**src/rtl/core/smsc_pkg.sv**
```systemverilog
package smsc_pkg;

  localparam int COORD_BITS    = 10;
  localparam int LABEL_BITS    = 6;
  localparam int PIX_BITS      = 8;
  localparam int COST_BITS     = 9;
  localparam int SIZE_BITS     = 9;
  localparam int SHIFT_BITS    = 2 * COORD_BITS;
  localparam int PLACES        = 4;
  localparam int APB_ADDR_BITS = 3;
  localparam int APB_DATA_BITS = 32;

  localparam logic [COST_BITS-1:0] INVALID_COST = COST_BITS'(100);
  localparam logic [COST_BITS-1:0] ZERO_COST    = '0;
  localparam logic [SIZE_BITS-1:0] SIZE_RESET   = SIZE_BITS'(256);

  // Placement slots of a pairwise query, in image read order.
  localparam logic [1:0] PL_P1_L1 = 2'd0;
  localparam logic [1:0] PL_P1_L2 = 2'd1;
  localparam logic [1:0] PL_P2_L1 = 2'd2;
  localparam logic [1:0] PL_P2_L2 = 2'd3;

  typedef enum logic [1:0] {
    OP_PIX_WR   = 2'd0,
    OP_SHIFT_WR = 2'd1,
    OP_UNARY    = 2'd2,
    OP_PAIR     = 2'd3
  } op_t;

  typedef enum logic {
    REG_WIDTH  = 1'b0,
    REG_HEIGHT = 1'b1
  } reg_idx_t;

  typedef struct packed {
    op_t                                op;
    logic                               use_mem;
    logic [COST_BITS-1:0]               imm_cost;
    logic [PLACES-1:0][COORD_BITS-1:0]  px;
    logic [PLACES-1:0][COORD_BITS-1:0]  py;
    logic [PIX_BITS-1:0]                value;
  } pix_job_t;

  typedef struct packed {
    logic [COST_BITS-1:0] cost;
    logic                 is_pairwise;
  } result_t;

  function automatic logic [PIX_BITS-1:0] absdiff(input logic [PIX_BITS-1:0] a,
                                                  input logic [PIX_BITS-1:0] b);
    return (a > b) ? a - b : b - a;
  endfunction

endpackage

```
**src/rtl/core/smsc_cfg.sv**
```systemverilog
module smsc_cfg import smsc_pkg::*; (
  input  logic                     clk,
  input  logic                     rst,
  input  logic                     psel,
  input  logic                     penable,
  input  logic                     pwrite,
  input  logic [APB_ADDR_BITS-1:0] paddr,
  input  logic [APB_DATA_BITS-1:0] pwdata,
  output logic [APB_DATA_BITS-1:0] prdata,
  output logic                     pready,
  output logic [SIZE_BITS-1:0]     image_width,
  output logic [SIZE_BITS-1:0]     image_height
);

  reg_idx_t sel;
  logic     wr;

  assign pready = 1'b1;
  assign sel    = reg_idx_t'(paddr[2]);
  assign wr     = psel && penable && pwrite && pready;

  always_ff @(posedge clk) begin
    if (rst) begin
      image_width  <= SIZE_RESET;
      image_height <= SIZE_RESET;
    end else if (wr) begin
      unique case (sel)
        REG_WIDTH:  image_width  <= pwdata[SIZE_BITS-1:0];
        REG_HEIGHT: image_height <= pwdata[SIZE_BITS-1:0];
        default: ;
      endcase
    end
  end

  always_comb begin
    unique case (sel)
      REG_WIDTH:  prdata = APB_DATA_BITS'(image_width);
      REG_HEIGHT: prdata = APB_DATA_BITS'(image_height);
      default:    prdata = '0;
    endcase
  end

endmodule

```
**config.mk**
```make
export PLATFORM = sky130hd
export DESIGN_NAME = smsc_cfg
export DESIGN_NICKNAME = d
export VERILOG_FILES = /design/src/rtl/core/smsc_pkg.sv /design/src/rtl/core/smsc_cfg.sv
export SDC_FILE = /design/constraint.sdc
export NUM_CORES = 1
export LEC_CHECK = 0
export BUFFER_PORTS_ARGS = -buffer_cell sky130_fd_sc_hd__buf_2
export CORE_MARGIN = 4
export CORE_UTILIZATION = 34
export DETAILED_ROUTE_END_ITERATION = 16
export PLACE_DENSITY = 0.75
export RECOVER_POWER = 100
export SYNTH_ARGS = -nofsm -noshare
export SYNTH_HDL_FRONTEND = slang
export SYNTH_SLANG_ARGS = --single-unit
```
**constraint.sdc**
```tcl
create_clock -name clk -period 0.8 [get_ports clk]
set_input_delay 0.08 -clock clk [delete_from_list [all_inputs] [get_ports clk]]
set_output_delay 0.08 -clock clk [all_outputs]
set_load 0.01 [all_outputs]
```
==> results.md <==
- Initial core utilization: 0.355
- WHS Path Cells: 3
- Status: complete, but fails checks
- Die Height: about 64 µm
- Kind of critical path: reg2out
- Worst r2r src: image_height[0]$_SDFFE_PP0P_
- Worst-path maximum fanout: 2
- Syn Inst Count: between 100 and 150
- Most frequent cells in the layout: 49 x buf_6, 24 x conb_1, 22 x nand2b_1
- Mean number of vias per cell: around 4.0
- Arr. time, crit path: 1030 ps
- Final Critical Period: 1110 ps
- Hold Crit Class: in2reg
- # hold bufs at CTS: 0
- Worst Setup SP: image_height[0]$_SDFFE_PP0P_
- Largest net degree at the start of global routing: 28
- Hold slack: 62.3 ps
- HP Start: pwdata[6]
- Setup TNS: -4840 ps
- Final Max Tran Viols: 0
- Cell variety after synth: 13
- Setup violations, final: 27
- Core area: between 0.003 and 0.004 mm²
- All-layer global routing usage: 0.127
- Num rows: 20
- Syn-to-layout area delta: 66.5%
- Vias: 877
- Leading area contributor after synthesis: dfxtp_1
- GPL Wtd Cong: 0.696
- Critical Path Start Type: register
- Clk_lat worst skew: 290 ps
- Largest cells by area after synthesis: dfxtp_1 33%, buf_4 17%, mux2i_1 17%, nand2b_1 14%, mux2_2 9.4%
- TritonCTS buffer count: 3
- Clock sinks: 18
- First-pass GRT wire length: 4110 µm
- Total global routing overflow: 0
- WL final: 2830 µm
- Number of DRC markers in iteration 0: 36
- Share of cells above drive strength 1: 0.614
- Synth Cell Area: 0.00108 mm²
- Sequential area share after synthesis: 0.333
- I/O pin count: 91
- Syn Area/Cell: 10.1 µm²
- DR DRC count: 0
- Post-route ant nets: 0
- RR Endpoint: image_height[0]$_SDFFE_PP0P_
- Clock transition at path regs: around 110 ps
- Met3 GRT Util: 0.0329
- Die W: 64.5 µm
- #FFs+latches synth: 18
- Register area: 383 µm²
- Antenna violations before repair: 0
- Reg2Reg Depth: 3
- Overall Power: 0.00180 W
- CTS H-tree lvls: 1
- Met1 GRT Util: 0.140
- Dpl hpwl: 1730 µm
- Pleak: roughly 0.91 nW
- Multi-input logic area: 637 µm²
- Instance area at placement: 0.00135 mm²
- PwrDens: roughly 1000 mW/mm²
- Met2 Use GR: 0.240
- Synth Warn #: 0
- VDD IR max: around 0.00056 V
- Drt first pass iters: 2
- # nets final: 218
- Final Worst Setup Slack: -306 ps
- Vias in the first global route: 861
- Final hold violations: 0
- Fill count: 274
- Max_cap viols: 0
- Worst Hold Path EP: image_width[6]$_SDFFE_PP0P_
- Die area: slightly above 0.004 mm²
- Worst reg2reg setup slack: 10 ps
- Input/output buffers: 41
- Required time of the critical path: 720 ps
- Commonest non-fill, non-tap cell in the layout: buf_6
- RSZ-0062 raised after global routing: true
- Final Cycle Share: 1.38
- Max Freq: 0.904 GHz
- Final antenna diode count: 0
- Failing checks: negative setup slack
- Clock skew: 0 ps
- Most Used Layer, Global Route: met2
- Yosys top cell area share: 0.333
- Clk buf depth: 2
- Root Driver: clkbuf_4
- CTS tree: done
- Wirelength per Cell: 12.8 µm
- Crit. End Element: output port
- Post-layout instance area: about 0.0018 mm²
cell families after synthesis:
family	count (synthesis)	share of synthesized area
and+or+nand+nor	31	0.200
buffers and inverters	29	0.201
muxes	27	0.260
DFF	18	0.333
other	2	0.00693
critical path, cell delays in order (launching register included):
cell and delay (ps):
dfxtp_2 350, mux2_4 260, buf_6 120
report_power, final:
group	total [W]	internal [W]	switching (W)
Combinational	0.000415	0.000221	0.000194
Sequential	0.000933	0.000919	0.0000141
Clock	0.000455	0.000175	0.000280
routing by layer:
metal | up-vias | routed length, µm
li1 | 444 | -
met1 | 398 | 1090
met2 | 35 | 1540
met3 | 0 | 199
met4 | 0 | 0
met5 | - | 0
worst max-delay path by stage:
stage	end	cells past startpoint
after floorplan	prdata[0]	1
after global placement	prdata[6]	4
after detailed placement	prdata[6]	4
after CTS	prdata[3]	2
after global routing	prdata[3]	2
final	prdata[0]	2
state kept, by name (all words and copies together) (netlist names):
name and count:
image_height 9, image_width 9
stage by stage:
step,util,setup WS [ps],cells
after floorplan,-,102,129
final,0.591,-306,220
after detailed placement,0.442,-136,202
after global routing,0.591,-343,220
after global placement,0.442,-132,202
after CTS,0.547,-294,214
Yosys cell counts (all sizes together):
master,instances
and4,1
and4b,1
buf,27
clkbuf,2
conb,2
dfxtp,18
mux2,9
mux2i,18
nand2b,24
nand4,1
nand4b,1
nor2,3
cell type report:
class | instances | share of cell area
Timing Repair Buffer | 73 | 0.392
Multi-Input combinational cell | 82 | 0.353
Sequential cell | 18 | 0.212
Tap cell | 44 | 0.0305
Clock buffer | 3 | 0.0125
what timing repair did:
item | in CTS | in global routing
gates resized for setup | 56 | 24
buffers inserted | 9 | 9
setup endpoints to repair | 27 | 28
pin swaps | 0 | 1
Power figures use the tool's default switching activity.
