`config.mk`:
```
export PLATFORM = sky130hd
export DESIGN_NAME = smsc_outq_flat
export DESIGN_NICKNAME = d
export VERILOG_FILES = /design/src/rtl/core/smsc_pkg.sv /design/src/rtl/core/smsc_if.sv /design/src/rtl/core/smsc_outq.sv /design/src/flat_wrapper.sv
export SDC_FILE = /design/constraint.sdc
export NUM_CORES = 1
export LEC_CHECK = 0
export ABC_AREA = 1
export BUFFER_PORTS_ARGS = -buffer_cell sky130_fd_sc_hd__buf_2
export CAP_MARGIN = 20
export CORE_MARGIN = 2
export CORE_UTILIZATION = 55
export CTS_CLUSTER_SIZE = 12
export DETAILED_ROUTE_END_ITERATION = 16
export MAX_ROUTING_LAYER = met4
export PLACE_DENSITY = 0.88
export SLEW_MARGIN = 20
export SYNTH_ARGS = -nofsm -noshare
export SYNTH_HDL_FRONTEND = slang
export SYNTH_SLANG_ARGS = --single-unit
```
`constraint.sdc`:
```
create_clock -name clk -period 2.8 [get_ports clk]
set_input_delay 0.28 -clock clk [delete_from_list [all_inputs] [get_ports clk]]
set_output_delay 0.28 -clock clk [all_outputs]
set_load 0.01 [all_outputs]
```
`src/rtl/core/smsc_pkg.sv`:
```
package smsc_pkg;

  localparam int COORD_BITS    = 10;
  localparam int LABEL_BITS    = 6;
  localparam int PIX_BITS      = 8;
  localparam int COST_BITS     = 9;
  localparam int SIZE_BITS     = 9;
  localparam int SHIFT_BITS    = 2 * COORD_BITS;
  localparam int PLACES        = 4;
  localparam int APB_ADDR_BITS = 3;
  localparam int APB_DATA_BITS = 32;

  localparam logic [COST_BITS-1:0] INVALID_COST = COST_BITS'(100);
  localparam logic [COST_BITS-1:0] ZERO_COST    = '0;
  localparam logic [SIZE_BITS-1:0] SIZE_RESET   = SIZE_BITS'(256);

  // Placement slots of a pairwise query, in image read order.
  localparam logic [1:0] PL_P1_L1 = 2'd0;
  localparam logic [1:0] PL_P1_L2 = 2'd1;
  localparam logic [1:0] PL_P2_L1 = 2'd2;
  localparam logic [1:0] PL_P2_L2 = 2'd3;

  typedef enum logic [1:0] {
    OP_PIX_WR   = 2'd0,
    OP_SHIFT_WR = 2'd1,
    OP_UNARY    = 2'd2,
    OP_PAIR     = 2'd3
  } op_t;

  typedef enum logic {
    REG_WIDTH  = 1'b0,
    REG_HEIGHT = 1'b1
  } reg_idx_t;

  typedef struct packed {
    op_t                                op;
    logic                               use_mem;
    logic [COST_BITS-1:0]               imm_cost;
    logic [PLACES-1:0][COORD_BITS-1:0]  px;
    logic [PLACES-1:0][COORD_BITS-1:0]  py;
    logic [PIX_BITS-1:0]                value;
  } pix_job_t;

  typedef struct packed {
    logic [COST_BITS-1:0] cost;
    logic                 is_pairwise;
  } result_t;

  function automatic logic [PIX_BITS-1:0] absdiff(input logic [PIX_BITS-1:0] a,
                                                  input logic [PIX_BITS-1:0] b);
    return (a > b) ? a - b : b - a;
  endfunction

endpackage

```
`src/rtl/core/smsc_if.sv`:
```


interface smsc_result_if import smsc_pkg::*; ();
  logic                 valid;
  logic                 ready;
  logic [COST_BITS-1:0] cost;
  logic                 is_pairwise;

  modport source (output valid, cost, is_pairwise, input ready);
  modport sink (input valid, cost, is_pairwise, output ready);
endinterface

```
`src/rtl/core/smsc_outq.sv`:
```
module smsc_outq import smsc_pkg::*; (
  input  logic       clk,
  input  logic       rst,
  input  logic       push,
  input  result_t    push_data,
  output logic       push_ok,
  smsc_result_if.source result
);

  logic    head_v, tail_v;
  result_t head, tail;
  logic    pop;

  assign pop                = head_v && result.ready;
  assign push_ok            = !(head_v && tail_v);
  assign result.valid       = head_v;
  assign result.cost        = head.cost;
  assign result.is_pairwise = head.is_pairwise;

  always_ff @(posedge clk) begin
    if (rst) begin
      head_v <= 1'b0;
      tail_v <= 1'b0;
    end else if (pop) begin
      head_v <= tail_v || push;
      tail_v <= tail_v && push;
    end else if (!head_v) begin
      head_v <= push;
    end else if (!tail_v) begin
      tail_v <= push;
    end
  end

  always_ff @(posedge clk) begin
    if (pop) begin
      head <= tail_v ? tail : push_data;
      tail <= push_data;
    end else if (!head_v) begin
      head <= push_data;
    end else if (!tail_v) begin
      tail <= push_data;
    end
  end

endmodule

```
`src/flat_wrapper.sv`:
```
// flat-port wrapper written by rule: the top's interface ports become plain ports
module smsc_outq_flat import smsc_pkg::*;
  (clk, rst, push, push_data, push_ok, result_valid, result_cost, result_is_pairwise, result_ready);
  smsc_result_if result_i ();
  input  logic clk;
  input  logic rst;
  input  logic push;
  input  result_t push_data;
  output logic push_ok;
  output wire logic [$bits(result_i.valid)-1:0] result_valid;
  output wire logic [$bits(result_i.cost)-1:0] result_cost;
  output wire logic [$bits(result_i.is_pairwise)-1:0] result_is_pairwise;
  input wire logic [$bits(result_i.ready)-1:0] result_ready;
  assign result_valid = result_i.valid;
  assign result_cost = result_i.cost;
  assign result_is_pairwise = result_i.is_pairwise;
  assign result_i.ready = result_ready;
  smsc_outq u_core (.clk(clk), .rst(rst), .push(push), .push_data(push_data), .push_ok(push_ok), .result(result_i));
endmodule
```
==> key figures <==
STA
  – Slew margin rel.: 58.5%
  – Fmax: 557 MHz
  – Final Setup Violations: 0
  – Setup TNS Final: 0 ns
  – RSZ-0062 raised after global routing: false
  – Min Tclk post-route: 1.80 ns
  – Hold slack: 0.128 ns
  – Fin. max-slew vios: 0
  – Least-Margin Pin Slew: 0.622 ns
  – Setup Skew: 0.00997 ns
  – Hold Fails Final Rpt: 0
  – Fin crit share: 64.1%

Logic synthesis
  – Mapped cell area: 1100 um2
  – Syn_nets: 151
  – Largest area contributor in the netlist: edfxtp_1
  – Largest family of logic cells by synthesized area: simple AND/OR/NAND/NOR gates
  – Number of synthesized register bits: 22
  – Multiplexer share of the synthesized area: 0%
  – Top cell type's share of synthesized area: 54.4%
  – Synth Area in Compound Gates: 0.454%
  – Syn. warnings: 0
  – Syn Area/Cell: 8.06 um2
  – Cells after Synth: 137
  – Sequential share of the synthesized area: 58.0%
  – Adder-cell area share of the yosys netlist: 0%
  – Synth cell types: 12
  – Area contributors post-synth: edfxtp_1 (54%), nand2_1 (33%), dfxtp_1 (3.6%)
  – Post-synthesis xor/xnor area fraction: 0%
  – Simple-Gate Fraction of Synth Area: 34.4%

Setup path
  – Worst Setup Start Kind: register
  – R2R depth: 4
  – Crit path DAT: 1.98 ns
  – Worst R2R Setup Slack: 1.00 ns
  – CP endpoint kind: register
  – Worst Setup SP: u_core.result.valid
  – Crit Path Max Fanout: 21
  – Worst reg2reg startpoint: u_core.result.valid
  – CP Class: reg2reg
  – CP Data Required Time: 2.98 ns

Cells and area
  – Post-layout util: 64.8%
  – Footprint of the multi-input gates: 384 um2
  – Antenna diode count: 0
  – Share of cells above drive strength 1: 19.5%
  – Area delta synth->final: 12.9%
  – Fillers: 155
  – Final #Nets: 174
  – Seq. cell area: 641 um2

Drt
  – ANT nets after route: 0
  – Via-to-Cell Ratio: 4.76
  – TritonRoute pass-1 iters: 4
  – DR WL/cell: 10.6 um
  – DRT iter0 DRCs: 26
  – DRC: 0
  – Total length of routed wires: 1970 um
  – Via count: 885

GRT
  – Most Crowded Layer GR: met2
  – GR Util met1: 20.6%
  – GR Util met2: 33.8%
  – Vias in the first global route: 777
  – GR Util All Layers: 18.8%
  – Largest net degree at the start of global routing: 22
  – Global-route wire length before repair: 3350 um
  – Initial antenna violation count: 0
  – Global route overflow: 0
  – M3 GR Usage: 3.07%

Die
  – Die width: 48.8 um
  – Initial Util: 57.4%
  – I/O pin count: 26
  – Core area: 1920 um2
  – Num rows: 16
  – Die Ht: 48.8 um
  – DIE AREA: 2380 um2

Clock tree
  – CTS Buffer Depth: 2
  – Setup bufs post-CTS: 0
  – TritonCTS Sinks: 22
  – Worst-Skew Late Latency: 0.31 ns
  – Post-CTS Hold Buffers: 0
  – H-tree depth: 1
  – Worst-path clk slew: 0.11 ns
  – Clock root buffer master: clkbuf_4
  – CTS Buf Count: 3
  – TritonCTS clock tree: done
  – # resized after CTS: 0

Power
  – P per Cell Area: 543 nW/um2
  – Static Leak: 0.000645 uW
  – Peak supply drop: 0.311 mV

Status
  – Status: complete, no violations

Place
  – Placer's final routability congestion estimate: 0.775
  – Detail Placement HPWL: 1400 um
  – Port Buffers: 25

Min path
  – Hold Path Stages: 2
  – Hold WC Path Type: in2reg
  – Hold_sp: rst

Flow run
  – Max_cap viols: 0
[flip-flops by register name, indices dropped and copies added, names as in the netlist]
| register | flops |
|---|---|
| u_core.result.is_pairwise | 1 |
| u_core.tail_v | 1 |
| u_core.tail | 10 |
| u_core.result.cost | 9 |
| u_core.result.valid | 1 |
[Yosys cell counts, drive strengths merged]
master,count
a21oi,1
buf,6
clkbuf,1
dfxtp,2
edfxtp,20
inv,7
nand2,98
nand3,1
nor2,1
[per-stage QoR]
step,total power [uW],worst slack (ns),std cells,instance area [um2]
CTS,678,1.02,186,1250
global route,707,0.803,186,1250
finish,676,1.00,186,1250
floorplan,473,1.64,137,1100
global placement,502,1.13,182,1210
detailed placement,508,1.04,182,1210
[placed cells by master, fill, tap and decap left out, drive strengths merged]
cell type / synthesis / layout
edfxtp: 20 / 20
inv: 7 / 7
buf: 6 / 25
dfxtp: 2 / 2
a21oi: 1 / 1
nand3: 1 / 1
nand2: 98 / 98
clkbuf: 1 / 4
nor2: 1 / 1
[final timing paths]
path | endpoint
min reg2reg | u_core.result.cost[3]
min | u_core.tail_v
max | u_core.tail[5]
max reg2reg | u_core.tail[5]
[layer usage]
| metal | wire length (um) | share of wire (%) | vias to the layer above |
|---|---|---|---|
| li1 | - | - | 465 |
| met1 | 836 | 43 | 396 |
| met2 | 1030 | 52 | 19 |
| met3 | 68 | 3.5 | 5 |
| met4 | 33 | 1.7 | 0 |
| met5 | 0 | 0 | - |
[layout make-up]
class,instances,area share (%)
sequential,22,51.4
multi-input combinational,101,30.8
timing repair buffer,25,10.0
clock buffer,4,2.91
tap,27,2.71
inverter,7,2.11
[report_power, final]
part,switching [uW],internal (uW)
sequential,13.1,392
clock,97.7,79.5
combinational,59.3,35.2
[worst max-delay path: stages (launching register included)]
cell,delay [ns]
dfxtp_1,0.74
nand2_2,0.39
inv_2,0.36
nand2_1,0.09
nand2_1,0.08
[logic make-up after synthesis]
family,after synthesis
simple gates,100
flops,22
buf+inv,14
compound gates,1
(Power assumes the default switching activity.)
