<file path="src/rtl/core/smsc_pkg.sv">
package smsc_pkg;

  localparam int COORD_BITS    = 10;
  localparam int LABEL_BITS    = 6;
  localparam int PIX_BITS      = 8;
  localparam int COST_BITS     = 9;
  localparam int SIZE_BITS     = 9;
  localparam int SHIFT_BITS    = 2 * COORD_BITS;
  localparam int PLACES        = 4;
  localparam int APB_ADDR_BITS = 3;
  localparam int APB_DATA_BITS = 32;

  localparam logic [COST_BITS-1:0] INVALID_COST = COST_BITS'(100);
  localparam logic [COST_BITS-1:0] ZERO_COST    = '0;
  localparam logic [SIZE_BITS-1:0] SIZE_RESET   = SIZE_BITS'(256);

  // Placement slots of a pairwise query, in image read order.
  localparam logic [1:0] PL_P1_L1 = 2'd0;
  localparam logic [1:0] PL_P1_L2 = 2'd1;
  localparam logic [1:0] PL_P2_L1 = 2'd2;
  localparam logic [1:0] PL_P2_L2 = 2'd3;

  typedef enum logic [1:0] {
    OP_PIX_WR   = 2'd0,
    OP_SHIFT_WR = 2'd1,
    OP_UNARY    = 2'd2,
    OP_PAIR     = 2'd3
  } op_t;

  typedef enum logic {
    REG_WIDTH  = 1'b0,
    REG_HEIGHT = 1'b1
  } reg_idx_t;

  typedef struct packed {
    op_t                                op;
    logic                               use_mem;
    logic [COST_BITS-1:0]               imm_cost;
    logic [PLACES-1:0][COORD_BITS-1:0]  px;
    logic [PLACES-1:0][COORD_BITS-1:0]  py;
    logic [PIX_BITS-1:0]                value;
  } pix_job_t;

  typedef struct packed {
    logic [COST_BITS-1:0] cost;
    logic                 is_pairwise;
  } result_t;

  function automatic logic [PIX_BITS-1:0] absdiff(input logic [PIX_BITS-1:0] a,
                                                  input logic [PIX_BITS-1:0] b);
    return (a > b) ? a - b : b - a;
  endfunction

endpackage

</file>
<file path="src/rtl/core/smsc_if.sv">
interface smsc_query_if import smsc_pkg::*; ();
  logic                  valid;
  logic                  ready;
  logic [1:0]            opcode;
  logic [COORD_BITS-1:0] first_node_x;
  logic [COORD_BITS-1:0] first_node_y;
  logic [COORD_BITS-1:0] second_node_x;
  logic [COORD_BITS-1:0] second_node_y;
  logic [LABEL_BITS-1:0] first_label;
  logic [LABEL_BITS-1:0] second_label;
  logic [PIX_BITS-1:0]   pixel_value;
  logic [COORD_BITS-1:0] shift_dx;
  logic [COORD_BITS-1:0] shift_dy;

  modport source (
    output valid, opcode, first_node_x, first_node_y, second_node_x, second_node_y,
           first_label, second_label, pixel_value, shift_dx, shift_dy,
    input  ready
  );
  modport sink (
    input  valid, opcode, first_node_x, first_node_y, second_node_x, second_node_y,
           first_label, second_label, pixel_value, shift_dx, shift_dy,
    output ready
  );
endinterface


</file>
<file path="src/rtl/core/smsc_place.sv">
module smsc_place import smsc_pkg::*; #(
  parameter int MAX_IMAGE_SIDE = 256,
  parameter int MAX_LABELS     = 64
) (
  input  logic                 clk,
  input  logic                 rst,
  smsc_query_if.sink           query,
  input  logic [SIZE_BITS-1:0] image_width,
  input  logic [SIZE_BITS-1:0] image_height,
  output logic                 job_valid,
  output pix_job_t             job,
  input  logic                 job_take
);

  localparam int LBL_AW = $clog2(MAX_LABELS);

  logic [SHIFT_BITS-1:0] shift_mem [MAX_LABELS];

  logic                  s1_valid;
  op_t                   s1_op;
  logic [COORD_BITS-1:0] s1_x1, s1_y1, s1_x2, s1_y2;
  logic [LABEL_BITS-1:0] s1_l1, s1_l2;
  logic [PIX_BITS-1:0]   s1_pv;
  logic [SHIFT_BITS-1:0] sh1, sh2;

  logic                  accept;
  op_t                   in_op;
  logic                  in_l1_ok;
  logic [LBL_AW+LABEL_BITS-1:0] ia_ext, ib_ext;
  logic [LBL_AW-1:0]     ia, ib;

  logic                  l1_ok, l2_ok;
  logic [COORD_BITS:0]   xa, ya, xc, yc, xe, ye, xb, yb;
  logic                  ok_a, ok_c, ok_e, ok_b;

  // One axis of a placement: {inside, position}.
  function automatic logic [COORD_BITS:0] axis(input logic [COORD_BITS-1:0] n,
                                               input logic [COORD_BITS-1:0] s,
                                               input logic [SIZE_BITS-1:0]  lim);
    logic [COORD_BITS-1:0] d;
    logic                  ok;
    d  = n - s;
    ok = (n >= s) && (d < COORD_BITS'(lim)) && (32'(d) < MAX_IMAGE_SIDE);
    return {ok, d};
  endfunction

  assign query.ready = !s1_valid || job_take;
  assign accept      = query.valid && query.ready;
  assign in_op       = op_t'(query.opcode);
  assign in_l1_ok    = 32'(query.first_label) < MAX_LABELS;
  assign ia_ext      = {{LBL_AW{1'b0}}, query.first_label};
  assign ib_ext      = {{LBL_AW{1'b0}}, query.second_label};
  assign ia          = ia_ext[LBL_AW-1:0];
  assign ib          = ib_ext[LBL_AW-1:0];

  always_ff @(posedge clk) begin
    if (rst) begin
      s1_valid <= 1'b0;
    end else if (accept) begin
      s1_valid <= (in_op != OP_SHIFT_WR);
    end else if (job_take) begin
      s1_valid <= 1'b0;
    end
  end

  // Read both shifts as the item comes in; a shift write stores here.
  always_ff @(posedge clk) begin
    if (accept) begin
      s1_op <= in_op;
      s1_x1 <= query.first_node_x;
      s1_y1 <= query.first_node_y;
      s1_x2 <= query.second_node_x;
      s1_y2 <= query.second_node_y;
      s1_l1 <= query.first_label;
      s1_l2 <= query.second_label;
      s1_pv <= query.pixel_value;
      sh1   <= shift_mem[ia];
      sh2   <= shift_mem[ib];
      if (in_op == OP_SHIFT_WR && in_l1_ok) begin
        shift_mem[ia] <= {query.shift_dx, query.shift_dy};
      end
    end
  end

  assign l1_ok = 32'(s1_l1) < MAX_LABELS;
  assign l2_ok = 32'(s1_l2) < MAX_LABELS;

  assign xa = axis(s1_x1, sh1[SHIFT_BITS-1 -: COORD_BITS], image_width);
  assign ya = axis(s1_y1, sh1[COORD_BITS-1:0], image_height);
  assign xc = axis(s1_x1, sh2[SHIFT_BITS-1 -: COORD_BITS], image_width);
  assign yc = axis(s1_y1, sh2[COORD_BITS-1:0], image_height);
  assign xe = axis(s1_x2, sh1[SHIFT_BITS-1 -: COORD_BITS], image_width);
  assign ye = axis(s1_y2, sh1[COORD_BITS-1:0], image_height);
  assign xb = axis(s1_x2, sh2[SHIFT_BITS-1 -: COORD_BITS], image_width);
  assign yb = axis(s1_y2, sh2[COORD_BITS-1:0], image_height);

  assign ok_a = l1_ok && xa[COORD_BITS] && ya[COORD_BITS];
  assign ok_c = l2_ok && xc[COORD_BITS] && yc[COORD_BITS];
  assign ok_e = l1_ok && xe[COORD_BITS] && ye[COORD_BITS];
  assign ok_b = l2_ok && xb[COORD_BITS] && yb[COORD_BITS];

  assign job_valid = s1_valid;

  always_comb begin
    job.op           = s1_op;
    job.value        = s1_pv;
    job.px[PL_P1_L1] = xa[COORD_BITS-1:0];
    job.py[PL_P1_L1] = ya[COORD_BITS-1:0];
    job.px[PL_P1_L2] = xc[COORD_BITS-1:0];
    job.py[PL_P1_L2] = yc[COORD_BITS-1:0];
    job.px[PL_P2_L1] = xe[COORD_BITS-1:0];
    job.py[PL_P2_L1] = ye[COORD_BITS-1:0];
    job.px[PL_P2_L2] = xb[COORD_BITS-1:0];
    job.py[PL_P2_L2] = yb[COORD_BITS-1:0];
    job.use_mem      = 1'b0;
    job.imm_cost     = ZERO_COST;
    case (s1_op)
      OP_PIX_WR: begin
        job.px[PL_P1_L1] = s1_x1;
        job.py[PL_P1_L1] = s1_y1;
        job.use_mem = (32'(s1_x1) < MAX_IMAGE_SIDE) && (32'(s1_y1) < MAX_IMAGE_SIDE);
      end
      OP_UNARY: begin
        job.imm_cost = ok_a ? ZERO_COST : INVALID_COST;
      end
      OP_PAIR: begin
        job.use_mem  = (s1_l1 != s1_l2) && ok_a && ok_c && ok_e && ok_b;
        job.imm_cost = (s1_l1 == s1_l2) ? ZERO_COST : INVALID_COST;
      end
      default: ;
    endcase
  end

endmodule

</file>
<file path="src/flat_wrapper.sv">
// flat-port wrapper written by rule: the top's interface ports become plain ports
module smsc_place_flat import smsc_pkg::*;
#(
  parameter int MAX_IMAGE_SIDE = 256,
  parameter int MAX_LABELS     = 64
)
  (clk, rst, image_width, image_height, job_valid, job, job_take, query_valid, query_opcode, query_first_node_x, query_first_node_y, query_second_node_x, query_second_node_y, query_first_label, query_second_label, query_pixel_value, query_shift_dx, query_shift_dy, query_ready);
  smsc_query_if query_i ();
  input  logic clk;
  input  logic rst;
  input  logic [SIZE_BITS-1:0] image_width;
  input  logic [SIZE_BITS-1:0] image_height;
  output logic job_valid;
  output pix_job_t job;
  input  logic job_take;
  input wire logic [$bits(query_i.valid)-1:0] query_valid;
  input wire logic [$bits(query_i.opcode)-1:0] query_opcode;
  input wire logic [$bits(query_i.first_node_x)-1:0] query_first_node_x;
  input wire logic [$bits(query_i.first_node_y)-1:0] query_first_node_y;
  input wire logic [$bits(query_i.second_node_x)-1:0] query_second_node_x;
  input wire logic [$bits(query_i.second_node_y)-1:0] query_second_node_y;
  input wire logic [$bits(query_i.first_label)-1:0] query_first_label;
  input wire logic [$bits(query_i.second_label)-1:0] query_second_label;
  input wire logic [$bits(query_i.pixel_value)-1:0] query_pixel_value;
  input wire logic [$bits(query_i.shift_dx)-1:0] query_shift_dx;
  input wire logic [$bits(query_i.shift_dy)-1:0] query_shift_dy;
  output wire logic [$bits(query_i.ready)-1:0] query_ready;
  assign query_i.valid = query_valid;
  assign query_i.opcode = query_opcode;
  assign query_i.first_node_x = query_first_node_x;
  assign query_i.first_node_y = query_first_node_y;
  assign query_i.second_node_x = query_second_node_x;
  assign query_i.second_node_y = query_second_node_y;
  assign query_i.first_label = query_first_label;
  assign query_i.second_label = query_second_label;
  assign query_i.pixel_value = query_pixel_value;
  assign query_i.shift_dx = query_shift_dx;
  assign query_i.shift_dy = query_shift_dy;
  assign query_ready = query_i.ready;
  smsc_place #(.MAX_IMAGE_SIDE(MAX_IMAGE_SIDE), .MAX_LABELS(MAX_LABELS)) u_core (.clk(clk), .rst(rst), .query(query_i), .image_width(image_width), .image_height(image_height), .job_valid(job_valid), .job(job), .job_take(job_take));
endmodule
</file>
<file path="config.mk">
export PLATFORM = sky130hd
export DESIGN_NAME = smsc_place_flat
export DESIGN_NICKNAME = d
export VERILOG_FILES = /design/src/rtl/core/smsc_pkg.sv /design/src/rtl/core/smsc_if.sv /design/src/rtl/core/smsc_place.sv /design/src/flat_wrapper.sv
export SDC_FILE = /design/constraint.sdc
export NUM_CORES = 2
export LEC_CHECK = 0
export ABC_AREA = 0
export BUFFER_PORTS_ARGS = -buffer_cell sky130_fd_sc_hd__buf_2
export CAP_MARGIN = 15
export CORE_ASPECT_RATIO = 0.6
export CORE_UTILIZATION = 30
export CTS_CLUSTER_DIAMETER = 30
export DETAILED_ROUTE_END_ITERATION = 7
export PLACE_DENSITY = 0.43
export SKIP_CTS_REPAIR_TIMING = 1
export SYNTH_ARGS = -nofsm -noshare
export SYNTH_HDL_FRONTEND = slang
export SYNTH_SLANG_ARGS = --single-unit
</file>
<file path="constraint.sdc">
create_clock -name clk -period 8 [get_ports clk]
set_input_delay 0.8 -clock clk [delete_from_list [all_inputs] [get_ports clk]]
set_output_delay 0.8 -clock clk [all_outputs]
set_load 0.03 [all_outputs]
</file>
==> qor.yml <==
outcome:
  status: "finished, violations left"
  violations: "design-rule violations"
job:
  drv_cap: 0
synth:
  synthArstFlopShare_pct: 0
  yosys-top-cells-count: "edfxtp_1, mux4_2, a22oi_1, clkbuf_1, ha_1"
  seq_area_frac_synth_pct: 64.4
  post_synth.cell_area_avg_um2: 17.1
  ys_top_cells_by_area: "edfxtp_1, mux4_2, a22oi_1"
  ys_ff_latch: 1383
  yosysMostFrequentCell: "edfxtp_1"
  yosysWarningCount: 0
  ys.flop_type: "edfxtp_1"
  syn_area_mm2: 0.0644
  ys_types: 63
  synth_cells: 3762
  synth_edf_count: 1382
  synth_top_area_share_pct: 64.4
  synth_top_cell_by_area: "edfxtp_1"
critical_path:
  crit_family: "simple AND/OR/NAND/NOR gates"
  crit_path_max_fanout: 3
  crit_path_cell_trace: "ha_1, fa_1, nor2b_1, o31a_1, o211ai_1, a21boi_0, nor2_1, xnor2_1, ha_1, and3_1, nor4_1, nand4_1, a2111oi_0, nand4bb_1, nor4_1, nand4_1, nand2_1, buf_2"
  critPathArrivalTime_ns: 5.40
  slowest_stage: "a21boi_0"
  end_kind: "primary output"
  crit_path_max_incr_delay_ns: 0.50
  critical_path_class: "flop to primary output"
  critPathBufInv: 1
  crit_path_start_kind: "flop"
  crit_required_ns: 7.20
worst_hold_path:
  hp-class: "input port to flop"
global_routing:
  grt_pass1_wl_um: 347000
  grt.overflow.total: 0
  grt_antenna_before_repair: 14
  grt_max_degree: 120
  first_global_vias: 40912
  grt_use_total_pct: 22.8
power:
  vdd_drop_max_mv: 0.168
  power_density_mw_per_mm2: 259
  p_leak_nw: 24.5
routing:
  drtIter0Drc: 6161
  firstDrtPassIters: 8
  wl_um: 254000
  drt-wirelength-per-cell_um: 35.9
  viasPerCell: 6.00
  ant_nets: 0
  vias: 42468
  drcViolationCount: 6
placement:
  numPortBuffers: 199
  place_inst: 6682
  place.gp.congestion: 0.883
  hpwl_um: 157000
clocking:
  htreeDepth: 4
  cts.path.max_buffers: 4
  cts_tree: "yes"
  numCtsBuffers: 210
  root_buffer: "clkbuf_16"
  clk_pin_slew_ns: 0.06
  cts_sinks: 1383
  clkLatencyLatePin_ns: 0.83
cells_and_area:
  drive_above_1_share_pct: 28.5
  stdcell_count: 7074
  n_fill_cell: 19832
  fin_nets: 4301
  syn_to_final_growth_pct: 19.4
  final_core_util_pct: 36.1
timing:
  hold_viol_final: 0
  slew_violations: 0
  fin_skew_ns: 0.0373
  grt_setup_unrepaired: "no"
  fmax_ghz: 0.161
  setup_viol: 0
  relSlewSlack_pct: 14.4
  fin_crit_ns: 6.20
  timing.final.crit_share_pct: 77.5
  worstMarginPinSlew_ns: 1.28
  tns_ns: 0
floorplanning:
  die_h_um: 361
  die_area_mm2: 0.217
  rows: 131
  ioPinCount: 206
  core-area_mm2: 0.213
  initial_core_util_pct: 30.3
  fp.dieW_um: 600
-- state kept, by name, indices dropped and copies added, names as in the netlist --
signal and count:
u_core.s1_l1 6, u_core.s1_x2 10, u_core.s1_y2 10, u_core.s1_x1 10, u_core.shift_mem 1280, u_core.sh1 20, u_core.s1_y1 10, u_core.sh2 20
u_core.job_valid 1, u_core.s1_op 2, u_core.s1_l2 6, u_core.s1_pv 8
-- routing by layer --
layer  part of all wire, %  global-route usage [%]
met2                    41                    32.1
met1                    46                    35.2
met5                 0.026                       0
met3                    10                    5.52
met4                   1.9                    4.54
-- power breakdown --
part	switching [mW]	internal, mW
combinational	1.62	0.807
sequential	0.0286	8.04
clock	3.62	5.84
-- final cells by class --
| cell class | count | area [um2] | share of cell area (%) |
|---|---|---|---|
| Sequential cell | 1383 | 41500 | 54.0 |
| Multi-Input combinational cell | 2021 | 22000 | 28.6 |
| Clock buffer | 226 | 5400 | 7.02 |
| Tap cell | 2859 | 3580 | 4.65 |
| Timing Repair Buffer | 331 | 2300 | 2.99 |
| Clock inverter | 156 | 1750 | 2.27 |
| Inverter | 93 | 349 | 0.454 |
| Antenna cell | 5 | 12.5 | 0.0163 |
-- cells by family (layout without fill, tap and decap cells) --
family / after synthesis / after routing / synth area share [%]
adders and majority gates: 157 / 157 / 3.14
other: 1 / 11 / 0.00582
AOI/OAI and AO/OA: 987 / 987 / 11.4
DFF: 1383 / 1383 / 64.4
buffers and inverters: 363 / 806 / 2.28
muxes: 439 / 439 / 15.0
and+or+nand+nor: 374 / 374 / 2.95
xor gates and xnor gates: 58 / 58 / 0.788
-- per-stage QoR --
step | instance area [um2] | setup slack, ns | power [mW] | hold slack (ns)
after floorplan | 64500 | 2.17 | 9.64 | 0.651
after global placement | 69700 | 2.71 | 10.6 | 0.495
after detailed placement | 69700 | 2.69 | 10.6 | 0.508
after CTS | 76800 | 1.77 | 20.0 | 0.0884
after global routing | 76900 | 1.40 | 20.5 | 0.0952
final | 76900 | 1.80 | 20.0 | 0.131
-- layout by cell type, fill, tap and decap left out, types with 93 or more instances in the layout --
cell type and instances:
mux4_2 420, a221oi_1 138, clkbuf_16 214, inv_1 93
buf_2 197, buf_4 106, edfxtp_1 1382, a22oi_1 368
a31oi_1 147, a22o_1 137, ha_1 148
-- final timing paths --
check | start | to | slack [ns] | cells after the start
worst min-delay path | query_pixel_value[1] | u_core.s1_pv[1] | 0.13 | 1
worst min register to register | u_core.job_valid | u_core.job_valid | 0.52 | 2
worst max register to register | u_core.job_valid | u_core.shift_mem[24][14] | 3.78 | 6
worst max-delay path | u_core.sh2[10] | job[97] | 1.80 | 18
No activity file was read; power rests on OpenSTA's default activity.
